==> config.mk <==
export PLATFORM = sky130hd
export DESIGN_NAME = sba_scan_unit
export DESIGN_NICKNAME = d
export VERILOG_FILES = /design/src/rtl/sba_pkg.sv /design/src/rtl/sba_scan_unit.sv
export SDC_FILE = /design/constraint.sdc
export NUM_CORES = 1
export LEC_CHECK = 0
export ABC_AREA = 1
export BUFFER_PORTS_ARGS = -buffer_cell sky130_fd_sc_hd__buf_4
export CAP_MARGIN = 20
export CORE_MARGIN = 4
export CORE_UTILIZATION = 60
export DETAILED_ROUTE_END_ITERATION = 7
export GPL_ROUTABILITY_DRIVEN = 0
export PLACE_DENSITY = 0.87
export SYNTH_ARGS = -nofsm -noshare
export SYNTH_HDL_FRONTEND = slang
export SYNTH_SLANG_ARGS = --single-unit
==> constraint.sdc <==
create_clock -name vclk -period 20.1
set_input_delay 4.02 -clock vclk [all_inputs]
set_output_delay 4.02 -clock vclk [all_outputs]
set_load 0.01 [all_outputs]
==> src/rtl/sba_pkg.sv <==
// shared types, constants and helpers for the sector bitmap allocator
// no dependencies; imported by the scan unit and the top level
`timescale 1ns / 1ps
`default_nettype none

package sba_pkg;

    localparam int MAP_BYTES_DEF = 8192;
    localparam int MAX_BLOCK_DEF = 16;
    localparam logic [15:0] HIGHEST_RESET = 16'd720;

    // operation codes carried in tuser
    typedef enum logic [2:0] {
        FN_LOAD  = 3'd0,
        FN_READ  = 3'd1,
        FN_MARK  = 3'd2,
        FN_TEST  = 3'd3,
        FN_FIND  = 3'd4,
        FN_BLOCK = 3'd5,
        FN_COUNT = 3'd6
    } func_t;

    // one map byte handed to the scan unit
    typedef struct packed {
        logic [7:0]  data;
        logic [7:0]  mask;    // same bit order as data
        logic [4:0]  run;     // free run carried in from the previous byte
        logic [4:0]  need;    // run length wanted, at least 1
        logic [15:0] base;    // sector number of the msb of data
    } scan_req_t;

    typedef struct packed {
        logic        hit;
        logic [15:0] hit_sector;  // start of the run that completed
        logic [4:0]  run;
        logic [3:0]  free_bits;
    } scan_rsp_t;

    // msb of a map byte stands for the lowest sector
    function automatic logic [7:0] bit_of(input logic [2:0] k);
        return 8'(8'h80 >> k);
    endfunction

endpackage

`default_nettype wire

==> src/rtl/sba_scan_unit.sv <==
// shared byte scan unit: free run tracking, first hit and popcount over one map byte
// depends on sba_pkg
`timescale 1ns / 1ps
`default_nettype none

module sba_scan_unit (
    input  wire sba_pkg::scan_req_t req,
    output      sba_pkg::scan_rsp_t rsp
);

    import sba_pkg::*;

    logic [7:0] free_v;
    logic [4:0] run;
    logic       hit;
    logic [2:0] pos;
    logic [3:0] cnt;

    assign free_v = req.data & req.mask;

    // walk the byte from its lowest sector (msb) up
    always_comb
    begin
        run = req.run;
        hit = 1'b0;
        pos = '0;
        cnt = '0;
        for (int k = 0; k < 8; k++)
        begin
            cnt = cnt + 4'(free_v[7-k]);
            if (!hit)
            begin
                run = free_v[7-k] ? 5'(run + 5'd1) : 5'd0;
                if (run >= req.need)
                begin
                    hit = 1'b1;
                    pos = 3'(k);
                end
            end
        end
    end

    assign rsp.hit        = hit;
    assign rsp.hit_sector = 16'(req.base + 16'(pos) + 16'd1 - 16'(req.need));
    assign rsp.run        = run;
    assign rsp.free_bits  = cnt;

endmodule

`default_nettype wire

After elaboration in Yosys (flattened, before gate mapping)
Cells that the tools add are included.
- add/subtract/negate cells: 18
- magnitude comparators: 8
- multiplexer cells: 44
- bitwise gates (word level): 1
- operator list (operator ; number):
    two-way mux 5 bit ; 15
    adder 5 x 1 -> 5 bit (second input constant) ; 8
    greater-or-equal comparator 5 bit ; 8
    two-way mux 3 bit ; 12
    two-way mux 1 bit ; 17
    adder 16 x 1 -> 16 bit (second input constant) ; 1
    adder 16 x 3 -> 16 bit ; 1
    adder 4 x 1 -> 4 bit ; 4
    subtractor 16 x 5 -> 16 bit ; 1
    bitwise AND 8 bit ; 1
    adder 3 x 1 -> 4 bit ; 1
    adder 2 x 1 -> 3 bit ; 1
    adder 1 x 1 -> 2 bit ; 1
- register bits after elaboration: 0
- input bits: 42
- output and inout port bits: 26
- word-level logic and storage cells: 71

Logic depth before layout (Yosys ltp)
- depth after elaboration: 28
- gate-level depth with buffers: 84
- depth with buffers taken out: 82

Least setup slack after synthesis
Ideal clock, no wire load.
- path kind: input -> output
- from: in req[21] (netlist name)
- to: out rsp[23] (netlist name)
- data arrival time: 13.685 ns
- data required time: 16.080 ns
- setup slack: 2.395 ns
- stages on the path: 81
- path buffers: 2
- path through: ha_1 inv_1 nor2_1 ha_1 nand3_1 nor2_1 nand2_1 nand3_1 inv_1 ha_1 nand2_1 inv_1 a21oi_1 nand3_1 nor2_8 buf_12 nand2_1 o21ai_2 [... 45 more ...] and2_1 inv_1 a21oi_1 o21ai_0 a21o_1 a21oi_1 nor2_1 nor2_1 inv_1 a21oi_1 inv_1 nand2_1 inv_1 nand2_1 nand2_1 nand3_1 nand2_1 xor2_1
- RTL lines (item ; line ; source):
    from (decl) ; sba_scan_unit.sv:7 ; input wire sba_pkg::scan_req_t req,
    to (decl) ; sba_scan_unit.sv:8 ; output sba_pkg::scan_rsp_t rsp

==> impl_metrics.toml <==
[critical_path]
cp_common_cell = "inv_1"
crit_fanout = 9
worstSetupPathType = "in2out"
cp-end-kind = "output pin"
worstPathRequired_ns = 16.08
max_stage_delay_ns = 0.42
crit_arrival_ns = 15.17
crit_path_start = "req[21]"
cp_slowest_cell = "fa_1"
startpoint_type = "input port"

[sta]
holdWs_ns = 8.460
relSlewSlack = 0.6476
setup_slack_ns = 0.9080
finalSetupViolations = 0
post-route-period-util = 0.9548
worst_pin_slew_ns = 0.5280
tns_ns = 0
fmax_mhz = 52.11
period_minus_slack_ns = 19.19
maxSlewViolCount = 0
finalHoldViolations = 0

[die]
die_w_um = 87.88
num_rows = 28
initial_core_util = 0.6317
die_h_um = 87.88
core_area_mm2 = 0.006061
dieArea_mm2 = 0.007723
io_pins = 68

[cells_and_area]
nNetsFinal = 832
final_common_cell = "nand2_1"
seq_cell_count = 0
fillCellCount = 499
antenna_cells = 0
layout_common_cells = "178 x nand2_1, 126 x inv_1, 76 x buf_4"
drive_gt1_frac = 0.2342
seq_area_um2 = 0
fin_area_mm2 = 0.004464
clock_buffer_count = 0
finalNonFillerCells = 788
syn2layout_area_growth_pct = 16.60

[route]
drt-pass1-iter-count = 4
route.vias.total = 4251
via_per_inst = 5.395
drtAntennaViolNets = 0
drt_iter0_markers = 220
drt-total-wl_um = 9960
wl_per_cell_um = 12.64
route.detailed.drc = 0

[flow_run]
max_cap_viol_count = 0

[power_and_ir_drop]
switching_power_w = 0.0001325
p_per_area_mw_per_mm2 = 50.10
p_comb_frac = 1.000
clockPowerShare = 0
p_int_w = 0.00009109
p_sw_frac = 0.5927
vdd_drop_max_mv = 0.05123
seqPwrFrac = 0
power.leakage_nw = 2.894

[worst_hold_path]
min_from = "req[15]"
min_path_cells = 4
min_to = "rsp[24]"
hp-class = "in2out"

[placed_design]
post-place-ws_ns = 0.4386
dp_cells = 781
place_area_mm2 = 0.004387
port_buffers = 68
dp_hpwl_um = 8378

[global_route]
grt_pass1_vias = 4010
grt_max_degree = 13
grt_usage = 0.2580
grt.overflow.total = 0
antenna_found_initial = 0
grt_pass1_wl_um = 16820

[run_status]
outcome = "finished, final reports clean"

[logic_synthesis]
synth_cells = 641
ys_types = 47
ys_warn_count = 0
ys_seq_area_frac = 0
syn_avg_cell_area_um2 = 5.973
synth.cell_area_mm2 = 0.003829
syn-num-nets = 758

[clock_network]
ctsHoldBuffers = 0
## cell families after synthesis
group	synth area share
AND/OR/NAND/NOR	0.4480
XOR/XNOR	0.03431
adder cells (fa/ha/maj)	0.2588
AO/OA/AOI/OAI	0.1020
buffers and inverters	0.1569
## power groups by stage
stage          Combinational [W]  Clock, W  Sequential (W)
2_1_floorplan           0.000152         0               0
3_3_place_gp            0.000208         0               0
3_5_place_dp            0.000214         0               0
4_1_cts                 0.000215         0               0
5_1_grt                 0.000250         0               0
6_report                0.000224         0               0
## worst max path at each step
stage / to / slack [ns] / cells past startpoint
after detailed placement: rsp[23] / 0.44 / 81
after global routing: rsp[23] / -0.04 / 81
after floorplan: rsp[23] / 2.39 / 81
after CTS: rsp[23] / 0.40 / 81
after global placement: rsp[23] / 0.61 / 81
final: rsp[23] / 0.91 / 80
## per-layer routing
layer  routed length, um  vias up  global-route usage
li1                    -     2181                   -
met1                4406     1907              0.3393
met2                4687      140              0.4603
met3                 637       23             0.01411
met4                 229        0             0.05997
met5                   0        -                   0
## layout make-up
cell class	count	area [um^2]	area share
Multi-Input combinational cell	494	3251	0.7281
Timing Repair Buffer	76	570.5	0.1278
Inverter	143	549.3	0.1230
Tap cell	75	93.84	0.02102
## synth_stat cells (all sizes together)
master / number / area, um^2
o31ai: 1 / 12.51
inv: 140 / 535.5
fa: 7 / 140.1
xor2: 10 / 87.58
a21o: 2 / 15.01
o21bai: 1 / 7.510
o21a: 2 / 15.01
nor3: 2 / 20.02
and3: 2 / 13.77
buf: 4 / 53.80
ha: 68 / 850.8
nor2: 44 / 222.7
a211oi: 1 / 7.510
a21oi: 28 / 158.9
a221oi: 1 / 8.760
a41oi: 1 / 8.760
clkinv: 3 / 11.26
nand2: 213 / 940.9
and2: 2 / 15.02
nand3: 59 / 362.9
xnor2: 5 / 43.79
nand3b: 2 / 15.01
o221ai: 1 / 8.760
nand4: 16 / 125.1
o21ai: 25 / 140.1
a21boi: 1 / 7.510
## worst max-delay path, delay by kind of cell
family	cells	cell delay, ns
compound gates	21	3.38
xor+xnor	1	0.14
fa+ha+maj	11	3.08
buf+inv	20	1.44
simple gates	27	3.07
## through the flow
step	util	total power [W]
after detailed placement	0.7238	0.0002142
after floorplan	-	0.0001516
after global routing	0.7366	0.0002500
after global placement	0.7238	0.0002080
final	0.7366	0.0002236
after CTS	0.7238	0.0002152
## repair_timing
| item | in CTS | in global routing |
|---|---|---|
| endpoints found under the setup margin | 0 | 7 |
| setup buffers | 0 | 7 |
| resized for setup | 0 | 9 |
(Power assumes the default switching activity.)
